--- config.mk ---
export PLATFORM = sky130hd
export DESIGN_NAME = psx_pad_poll_sequencer_unit
export DESIGN_NICKNAME = d
export VERILOG_FILES = /design/src/sv/psxp_pkg.sv /design/src/sv/psxp_store.sv /design/src/sv/psx_pad_poll_sequencer_unit.sv
export SDC_FILE = /design/constraint.sdc
export NUM_CORES = 1
export LEC_CHECK = 0
export BUFFER_PORTS_ARGS = -buffer_cell sky130_fd_sc_hd__buf_2
export CORE_UTILIZATION = 55
export CTS_CLUSTER_SIZE = 28
export DETAILED_ROUTE_END_ITERATION = 6
export PLACE_DENSITY = 0.72
export SLEW_MARGIN = 20
export SYNTH_ARGS = -nofsm -noshare
export SYNTH_HDL_FRONTEND = slang
export SYNTH_SLANG_ARGS = --single-unit
--- constraint.sdc ---
create_clock -name i_clk -period 5.28 [get_ports i_clk]
set_input_delay 0.528 -clock i_clk [delete_from_list [all_inputs] [get_ports i_clk]]
set_output_delay 0.528 -clock i_clk [all_outputs]
set_load 0.05 [all_outputs]
--- src/sv/psxp_pkg.sv ---
// Shared types, command codes and lookup functions for the gamepad poll sequencer.
package psxp_pkg;

    localparam int unsigned HEADER_LEN = 3;
    localparam int unsigned CMD_COUNT  = 6;
    localparam int unsigned TABLE_PARAMS = 8;

    localparam logic [7:0] HDR_SYNC_BYTE = 8'h01;
    localparam logic [7:0] HDR_IDLE_BYTE = 8'h00;

    localparam logic [2:0] CMD_POLL      = 3'd0;
    localparam logic [2:0] CMD_ENTER_CFG = 3'd1;
    localparam logic [2:0] CMD_EXIT_CFG  = 3'd2;
    localparam logic [2:0] CMD_ANALOG    = 3'd3;
    localparam logic [2:0] CMD_PRESSURE  = 3'd4;
    localparam logic [2:0] CMD_VIBRATE   = 3'd5;

    localparam logic MODE_START    = 1'b0;
    localparam logic MODE_EXCHANGE = 1'b1;

    localparam logic KIND_TX     = 1'b0;
    localparam logic KIND_PACKET = 1'b1;

    localparam logic STATUS_OK     = 1'b0;
    localparam logic STATUS_REJECT = 1'b1;

    // Store write port: address is sized for the largest store.
    typedef struct packed {
        logic       en;
        logic [5:0] addr;
        logic [7:0] data;
    } t_store_wr;

    typedef struct packed {
        logic       en;
        logic [5:0] addr;
    } t_store_rd;

    function automatic logic [7:0] psxp_flip8(input logic [7:0] v);
        logic [7:0] r;
        for (int i = 0; i < 8; i++) begin
            r[7 - i] = v[i];
        end
        return r;
    endfunction

    function automatic logic [7:0] psxp_cmd_byte(input logic [2:0] cmd);
        logic [7:0] b;
        unique case (cmd)
            CMD_POLL:      b = 8'h42;
            CMD_ENTER_CFG: b = 8'h43;
            CMD_EXIT_CFG:  b = 8'h43;
            CMD_ANALOG:    b = 8'h44;
            CMD_PRESSURE:  b = 8'h4F;
            CMD_VIBRATE:   b = 8'h4D;
            default:       b = 8'h00;
        endcase
        return b;
    endfunction

    // Parameter bytes of each command, position 0 in the low byte.
    function automatic logic [7:0] psxp_param_byte(input logic [2:0] cmd,
                                                   input logic [2:0] pos);
        logic [63:0] row;
        unique case (cmd)
            CMD_POLL:      row = 64'h0000_0000_0000_0000;
            CMD_ENTER_CFG: row = 64'h0000_0000_0000_0001;
            CMD_EXIT_CFG:  row = 64'h0000_5A5A_5A5A_5A00;
            CMD_ANALOG:    row = 64'h0000_0000_0000_0301;
            CMD_PRESSURE:  row = 64'h0000_0000_0003_FFFF;
            CMD_VIBRATE:   row = 64'h0000_FFFF_FFFF_0100;
            default:       row = 64'h0000_0000_0000_0000;
        endcase
        return row[{pos, 3'b000} +: 8];
    endfunction

endpackage

--- src/sv/psxp_store.sv ---
// Packet store: one write port, one registered read port.
module psxp_store #(
    parameter int DEPTH = 33
) (
    input  logic                i_clk,
    input  psxp_pkg::t_store_wr i_wr,
    input  psxp_pkg::t_store_rd i_rd,
    output logic [7:0]          o_rd_data
);
    import psxp_pkg::*;

    localparam int AW = $clog2(DEPTH);

    logic [7:0] r_mem [DEPTH];
    logic [7:0] r_rd_data;

    always_ff @(posedge i_clk) begin
        if (i_wr.en) begin
            r_mem[i_wr.addr[AW-1:0]] <= i_wr.data;
        end
        if (i_rd.en) begin
            r_rd_data <= r_mem[i_rd.addr[AW-1:0]];
        end
    end

    assign o_rd_data = r_rd_data;

endmodule

--- src/sv/psx_pad_poll_sequencer_unit.sv ---
// Top level of the gamepad poll sequencer: link byte sequencing and packet readout.
//
//  Channel   Direction  Handshake               Payload
//  --------  ---------  ----------------------  ------------------------------------------
//  in        sink       i_in_valid / o_in_stall  i_mode, i_command_index, i_rx_byte
//  out       source     o_out_valid / i_out_stall o_kind, o_tx_byte, o_select_active,
//                                                o_packet_byte, o_packet_index, o_last,
//                                                o_status
//
// Flow: a start or exchange transaction that yields one result is taken and
//   its result sits in the output register; the next input is taken as soon as that
//   register is free. The final exchange of a poll triggers a readout of N results
//   (N = 3 header bytes + data bytes, at most 33), one store read per cycle while the
//   output is not stalled, through the single registered read port; the input stalls meanwhile.
// Reset: i_rst_n is synchronous, active low; it clears the sequencer, the busy flag and the
//   output valid. Store contents are not cleared: only entries written in the running
//   poll are read back.
// Stalls: i_out_stall holds the output register and backs up the readout; the input
//   stalls while the output register is full and stalled, or while a readout runs.
module psx_pad_poll_sequencer_unit #(
    parameter int PARAM_LEN = 6,
    parameter int DATA_MAX  = 30
) (
    input  logic       i_clk,
    input  logic       i_rst_n,
    input  logic       i_in_valid,
    output logic       o_in_stall,
    input  logic       i_mode,
    input  logic [2:0] i_command_index,
    input  logic [7:0] i_rx_byte,
    output logic       o_out_valid,
    input  logic       i_out_stall,
    output logic       o_kind,
    output logic [7:0] o_tx_byte,
    output logic       o_select_active,
    output logic [7:0] o_packet_byte,
    output logic [5:0] o_packet_index,
    output logic       o_last,
    output logic       o_status
);
    import psxp_pkg::*;

    localparam int         STORE_DEPTH = HEADER_LEN + DATA_MAX;
    localparam logic [4:0] DATA_MAX_W  = 5'(DATA_MAX);
    localparam logic [5:0] HDR_LEN_W   = 6'(HEADER_LEN);

    typedef enum logic {S_READY, S_DUMP} t_state;

    // Sequencer state
    t_state     r_state, n_state;
    logic       r_busy, n_busy;
    logic [2:0] r_active_cmd, n_active_cmd;
    logic [5:0] r_byte_count, n_byte_count;
    logic [4:0] r_data_count, n_data_count;
    logic [4:0] r_need, n_need;
    logic [5:0] r_issue_idx, n_issue_idx;
    logic       r_rd_valid, n_rd_valid;
    logic [5:0] r_rd_idx, n_rd_idx;

    // Output register
    logic       r_out_valid, n_out_valid;
    logic       r_o_kind, n_o_kind;
    logic [7:0] r_o_tx, n_o_tx;
    logic       r_o_sel, n_o_sel;
    logic [7:0] r_o_pb, n_o_pb;
    logic [5:0] r_o_pi, n_o_pi;
    logic       r_o_last, n_o_last;
    logic       r_o_status, n_o_status;

    logic       out_free;
    logic       in_acc;
    logic       issue;
    logic       load_out;
    logic [7:0] flip_rx;
    logic [5:0] bc_next;
    logic [4:0] dc_next;
    logic [4:0] need_raw;
    logic [4:0] need_sat;
    logic [7:0] param_raw;
    logic [7:0] w_rd_data;
    t_store_wr  store_wr;
    t_store_rd  store_rd;

    assign out_free   = !r_out_valid || !i_out_stall;
    assign o_in_stall = (r_state != S_READY) || !out_free;
    assign in_acc     = i_in_valid && !o_in_stall;

    assign flip_rx  = psxp_flip8(i_rx_byte);
    assign bc_next  = r_byte_count + 6'd1;
    assign dc_next  = (r_byte_count >= HDR_LEN_W) ? r_data_count + 5'd1 : r_data_count;
    // Mode byte low nibble times two gives the data length; clamp it to DATA_MAX.
    assign need_raw = {flip_rx[3:0], 1'b0};
    assign need_sat = (need_raw > DATA_MAX_W) ? DATA_MAX_W : need_raw;

    // Past the table or the command's parameter count, send zeros.
    assign param_raw = (int'(dc_next) < PARAM_LEN && int'(dc_next) < int'(TABLE_PARAMS))
                     ? psxp_param_byte(r_active_cmd, dc_next[2:0]) : 8'h00;

    // Readout: keep one store read in flight ahead of the output register.
    assign load_out = r_rd_valid && out_free;
    assign issue    = (r_state == S_DUMP) && (r_issue_idx < r_byte_count)
                   && (!r_rd_valid || load_out);

    assign store_wr.en   = in_acc && (i_mode == MODE_EXCHANGE) && r_busy;
    assign store_wr.addr = r_byte_count;
    assign store_wr.data = flip_rx;
    assign store_rd.en   = issue;
    assign store_rd.addr = r_issue_idx;

    psxp_store #(
        .DEPTH(STORE_DEPTH)
    ) u_store (
        .i_clk    (i_clk),
        .i_wr     (store_wr),
        .i_rd     (store_rd),
        .o_rd_data(w_rd_data)
    );

    always_comb begin
        n_state      = r_state;
        n_busy       = r_busy;
        n_active_cmd = r_active_cmd;
        n_byte_count = r_byte_count;
        n_data_count = r_data_count;
        n_need       = r_need;
        n_issue_idx  = r_issue_idx;
        n_rd_valid   = r_rd_valid;
        n_rd_idx     = r_rd_idx;
        n_out_valid  = r_out_valid && i_out_stall;
        n_o_kind     = r_o_kind;
        n_o_tx       = r_o_tx;
        n_o_sel      = r_o_sel;
        n_o_pb       = r_o_pb;
        n_o_pi       = r_o_pi;
        n_o_last     = r_o_last;
        n_o_status   = r_o_status;

        if (in_acc) begin
            // Every single-result transaction: default to a rejected transmit result.
            n_out_valid = 1'b1;
            n_o_kind    = KIND_TX;
            n_o_tx      = 8'h00;
            n_o_sel     = 1'b0;
            n_o_pb      = 8'h00;
            n_o_pi      = 6'd0;
            n_o_last    = 1'b1;
            n_o_status  = STATUS_REJECT;
            if (i_mode == MODE_START) begin
                if (r_busy) begin
                    n_o_sel = 1'b1;
                end else if (int'(i_command_index) < int'(CMD_COUNT)) begin
                    n_active_cmd = i_command_index;
                    n_byte_count = 6'd0;
                    n_data_count = 5'd0;
                    n_busy       = 1'b1;
                    n_o_tx       = psxp_flip8(HDR_SYNC_BYTE);
                    n_o_sel      = 1'b1;
                    n_o_status   = STATUS_OK;
                end
            end else if (r_busy) begin
                n_byte_count = bc_next;
                n_data_count = dc_next;
                if (r_byte_count == 6'd1) begin
                    n_need = need_sat;
                end
                if (bc_next < HDR_LEN_W) begin
                    n_o_tx     = psxp_flip8((bc_next == 6'd1) ? psxp_cmd_byte(r_active_cmd)
                                                              : HDR_IDLE_BYTE);
                    n_o_sel    = 1'b1;
                    n_o_status = STATUS_OK;
                end else if (dc_next < r_need) begin
                    n_o_tx     = psxp_flip8(param_raw);
                    n_o_sel    = 1'b1;
                    n_o_status = STATUS_OK;
                end else begin
                    // Packet complete: release select and start the readout.
                    n_out_valid = 1'b0;
                    n_busy      = 1'b0;
                    n_state     = S_DUMP;
                    n_issue_idx = 6'd0;
                    n_rd_valid  = 1'b0;
                end
            end
        end

        if (load_out) begin
            n_out_valid = 1'b1;
            n_o_kind    = KIND_PACKET;
            n_o_tx      = 8'h00;
            n_o_sel     = 1'b0;
            n_o_pb      = w_rd_data;
            n_o_pi      = r_rd_idx;
            n_o_last    = (r_rd_idx + 6'd1 == r_byte_count);
            n_o_status  = STATUS_OK;
            n_rd_valid  = 1'b0;
            if (r_rd_idx + 6'd1 == r_byte_count) begin
                n_state = S_READY;
            end
        end

        if (issue) begin
            n_rd_valid  = 1'b1;
            n_rd_idx    = r_issue_idx;
            n_issue_idx = r_issue_idx + 6'd1;
        end
    end

    always_ff @(posedge i_clk) begin
        if (!i_rst_n) begin
            r_state      <= S_READY;
            r_busy       <= 1'b0;
            r_active_cmd <= CMD_POLL;
            r_byte_count <= 6'd0;
            r_data_count <= 5'd0;
            r_need       <= 5'd0;
            r_issue_idx  <= 6'd0;
            r_rd_valid   <= 1'b0;
            r_rd_idx     <= 6'd0;
            r_out_valid  <= 1'b0;
        end else begin
            r_state      <= n_state;
            r_busy       <= n_busy;
            r_active_cmd <= n_active_cmd;
            r_byte_count <= n_byte_count;
            r_data_count <= n_data_count;
            r_need       <= n_need;
            r_issue_idx  <= n_issue_idx;
            r_rd_valid   <= n_rd_valid;
            r_rd_idx     <= n_rd_idx;
            r_out_valid  <= n_out_valid;
        end
        r_o_kind   <= n_o_kind;
        r_o_tx     <= n_o_tx;
        r_o_sel    <= n_o_sel;
        r_o_pb     <= n_o_pb;
        r_o_pi     <= n_o_pi;
        r_o_last   <= n_o_last;
        r_o_status <= n_o_status;
    end

    assign o_out_valid     = r_out_valid;
    assign o_kind          = r_o_kind;
    assign o_tx_byte       = r_o_tx;
    assign o_select_active = r_o_sel;
    assign o_packet_byte   = r_o_pb;
    assign o_packet_index  = r_o_pi;
    assign o_last          = r_o_last;
    assign o_status        = r_o_status;

    // Packet readout results never carry select or a reject.
    a_packet_clean: assert property (@(posedge i_clk) disable iff (!i_rst_n)
        o_out_valid && (o_kind == KIND_PACKET) |-> !o_select_active && !o_status)
        else $error("packet readout result with select or reject");

    // No transaction is taken while the readout runs.
    a_dump_stalls: assert property (@(posedge i_clk) disable iff (!i_rst_n)
        (r_state == S_DUMP) |-> o_in_stall)
        else $error("input taken during readout");

    // Taking the final packet byte leaves the sequencer ready for input; a new start may
    // already be taken in that same cycle.
    a_dump_ends: assert property (@(posedge i_clk) disable iff (!i_rst_n)
        o_out_valid && !i_out_stall && (o_kind == KIND_PACKET) && o_last
        |=> (r_state == S_READY))
        else $error("readout did not return to idle");

    // While a poll runs past the header, data still remains to be exchanged.
    a_data_pending: assert property (@(posedge i_clk) disable iff (!i_rst_n)
        r_busy && (r_byte_count >= HDR_LEN_W) |-> (r_data_count < r_need))
        else $error("busy with no data left to exchange");

endmodule

==> impl_metrics.json <==
{
  "gp_congestion": 0.8784,
  "dp_hpwl_mm": 18.48,
  "fin_worst_skew_ns": 0.01548,
  "cp_data_required_time_ns": 5.71,
  "clk_latency_ns": 0.51,
  "numCtsBuffers": 35,
  "tightestPinTransition_ns": 1.088,
  "yosys_warnings": 0,
  "drc_errors": 0,
  "finalCriticalPeriod_ns": 3.752,
  "clock.fmax_mhz": 266.5,
  "clockBufferDepth": 3,
  "rsz0062_at_grt": "no",
  "synth_edf_count": 287,
  "fin_nets": 905,
  "vias": 7592,
  "grt_pass1_wl_mm": 44.71,
  "ant_nets": 0,
  "routed_wl_mm": 28.89,
  "min_period_over_period_pct": 71.06,
  "hold_viol_final": 0,
  "maxSlewHeadroom_pct": 27.40,
  "htree_levels": 2,
  "fp.dieW_um": 160.4,
  "startpoint_type": "flop",
  "leakagePower_nw": 4.955,
  "final_layout_size_suffix_gt1_share_pct": 22.10,
  "ir_drop_mv": 0.3077,
  "rows": 57,
  "synth_cell_type_count": 68,
  "cp_max_fo": 14,
  "grt_use_met2_pct": 37.13,
  "grtUsageMet3_pct": 4.081,
  "cts_tree": "yes",
  "cap_violations": 0,
  "ys.flop_type": "edfxtp_1",
  "postCtsSetupRepairBufs": 0,
  "cts-resized-gates": 0,
  "synth_nets": 861,
  "synthCells": 829,
  "track_usage_pct": 23.14,
  "drv_slew": 0,
  "initial_core_util_pct": 56.42,
  "clkTransAtPathRegs_ns": 0.06,
  "power.density_nw_per_um2": 339.4,
  "crit_type": "flop to flop",
  "netlist_area_um2": 13800,
  "cp.arrival_ns": 4.18,
  "outcome": "finished, final reports clean",
  "cts_hold_buf": 0,
  "async_flop_share_pct": 0,
  "grt_remaining_overflow": 0,
  "wl_per_cell_um": 23.68,
  "drt-pass1-iter-count": 6,
  "antenna_found_initial": 0,
  "syn2layout_area_growth_pct": 11.01,
  "drtIter0Drc": 944,
  "core_um2": 24460,
  "top_usage_layer": "met2",
  "root_buffer": "clkbuf_16",
  "grt_use_met1_pct": 32.20,
  "synth-seq-area-share_pct": 68.82,
  "hp-class": "primary input to flop",
  "die_height_um": 160.4,
  "critPathCaptureType": "flop",
  "dieArea_um2": 25730,
  "synth.ff_latch_count": 331,
  "vias_per_cell": 6.223,
  "diodes": 0,
  "grt_pass1_vias": 7644,
  "dp.cells": 1160,
  "setup-violations-final": 0,
  "grt_max_degree": 49,
  "instances_no_fill": 1220,
  "finalSetupTns_ns": 0,
  "ioPinCount": 44,
  "io_buffers": 43,
  "avgSynthCellArea_um2": 16.65,
  "clock-sinks": 331
}
-- cell usage in the layout, fill, tap and decap left out, types with 3 or more instances in the layout --
cell type and count:
clkinv_1 4, clkinv_2 7, a22oi_1 3, a211oi_1 5, o21a_1 3, buf_2 43, clkbuf_16 35, a31oi_1 7
mux4_2 80, clkbuf_1 7, xor2_1 3, nand4_1 6, clkinvlp_4 3, inv_1 19, nand3_1 29, and3_1 16
dfxtp_1 42, buf_4 9, nor3_1 10, xnor2_1 11, nand2_1 39, nor2b_1 4, nor4_1 3, nand2b_1 3
a21oi_1 22, mux2i_1 22, edfxtp_1 287, nor2_1 61, o21ai_0 23, o31ai_1 4, and2_1 9, ha_1 16
a21o_1 5
-- flip-flops by register name (all words and copies together) (netlist names), 3 cells and up --
| register | cells |
|---|---|
| u_store.r_mem | 264 |
| o_packet_byte | 8 |
| u_store.o_rd_data | 8 |
| o_tx_byte | 7 |
| o_packet_index | 6 |
| r_byte_count | 6 |
| r_issue_idx | 6 |
| r_rd_idx | 6 |
| r_data_count | 5 |
| r_need | 4 |
| r_active_cmd | 3 |
-- worst paths after layout --
check	startpoint	endpoint	slack [ns]	cells after the start
setup / recovery	r_byte_count[0]	o_tx_byte[1]	1.53	11
hold / removal	i_command_index[0]	r_active_cmd[0]	0.27	3
hold reg to reg	o_tx_byte[3]	o_tx_byte[3]	0.45	1
setup reg to reg	r_byte_count[0]	o_tx_byte[1]	1.53	11
-- critical path, cell delays in order, from the launching register on --
cell and delay (ns):
dfxtp_1 0.45, ha_1 0.36, nor4_4 0.42, nand2_1 0.29, and3_1 0.28, xor2_1 0.16
ha_1 0.21, nor4b_1 0.43, a32o_1 0.23, o2111ai_1 0.21, a211oi_1 0.47, o21bai_1 0.18
-- per-layer routing --
metal	vias up	part of all wire (%)
li1	3384	-
met1	3831	42
met2	308	48
met3	69	6.5
met4	0	2.8
met5	-	0
-- cell families (layout without fill, tap and decap cells) --
| family | Yosys count | after routing | synth area share, % |
|---|---|---|---|
| XOR/XNOR | 14 | 14 | 0.8884 |
| buffers and inverters | 65 | 132 | 1.985 |
| multiplexers | 104 | 104 | 14.81 |
| flip-flops | 331 | 331 | 68.82 |
| adder cells (fa/ha/maj) | 17 | 17 | 1.523 |
| AO/OA/AOI/OAI | 100 | 100 | 4.814 |
| AND/OR/NAND/NOR | 198 | 198 | 7.153 |
-- cell usage after synthesis, types with 4 or more instances --
| cell | number | area (um^2) |
|---|---|---|
| and3_1 | 16 | 100.1 |
| a31oi_1 | 7 | 43.79 |
| nor2_1 | 61 | 229.0 |
| nand2_1 | 39 | 146.4 |
| o21ai_0 | 23 | 115.1 |
| mux2i_1 | 22 | 220.2 |
| nand3_1 | 29 | 145.1 |
| nor2b_1 | 4 | 25.02 |
| inv_1 | 19 | 71.32 |
| xnor2_1 | 11 | 96.34 |
| and2_1 | 9 | 56.30 |
| dfxtp_1 | 44 | 880.8 |
| buf_1 | 7 | 26.28 |
| edfxtp_1 | 287 | 8618 |
| o31ai_1 | 4 | 30.03 |
| ha_1 | 16 | 200.2 |
| mux4_2 | 80 | 1802 |
| clkbuf_1 | 30 | 112.6 |
| a211oi_1 | 5 | 37.54 |
| nor3_1 | 12 | 60.06 |
| nand4_1 | 6 | 37.54 |
| a21oi_1 | 22 | 110.1 |
| a21o_1 | 5 | 37.54 |
-- report_power, final --
| group | internal [mW] | switching, mW |
|---|---|---|
| logic | 0.0293 | 0.114 |
| registers | 2.85 | 0.0103 |
| clock network | 1.24 | 0.959 |
-- stage by stage --
step	power [mW]	area [um^2]	util, %	setup slack [ns]	hold slack [ns]
5_1_grt	5.345	15320	62.63	1.312	0.2938
4_1_cts	5.228	15310	62.59	1.586	0.2725
3_3_place_gp	3.052	14300	58.44	1.810	0.4300
3_5_place_dp	3.058	14300	58.44	1.626	0.4428
6_report	5.199	15320	62.63	1.528	0.2745
2_1_floorplan	2.994	13800	-	2.233	0.4550
-- layout make-up --
cell class	count	area, um^2
repair buffers	52	282.8
multi-input cells	433	4039
clock inverters	17	98.84
fillers	1699	9141
inverters	20	75.07
well taps	324	405.4
flip-flops and latches	331	9504
clock buffers	43	915.9
Note: power is estimated with default switching activity, not from simulation.
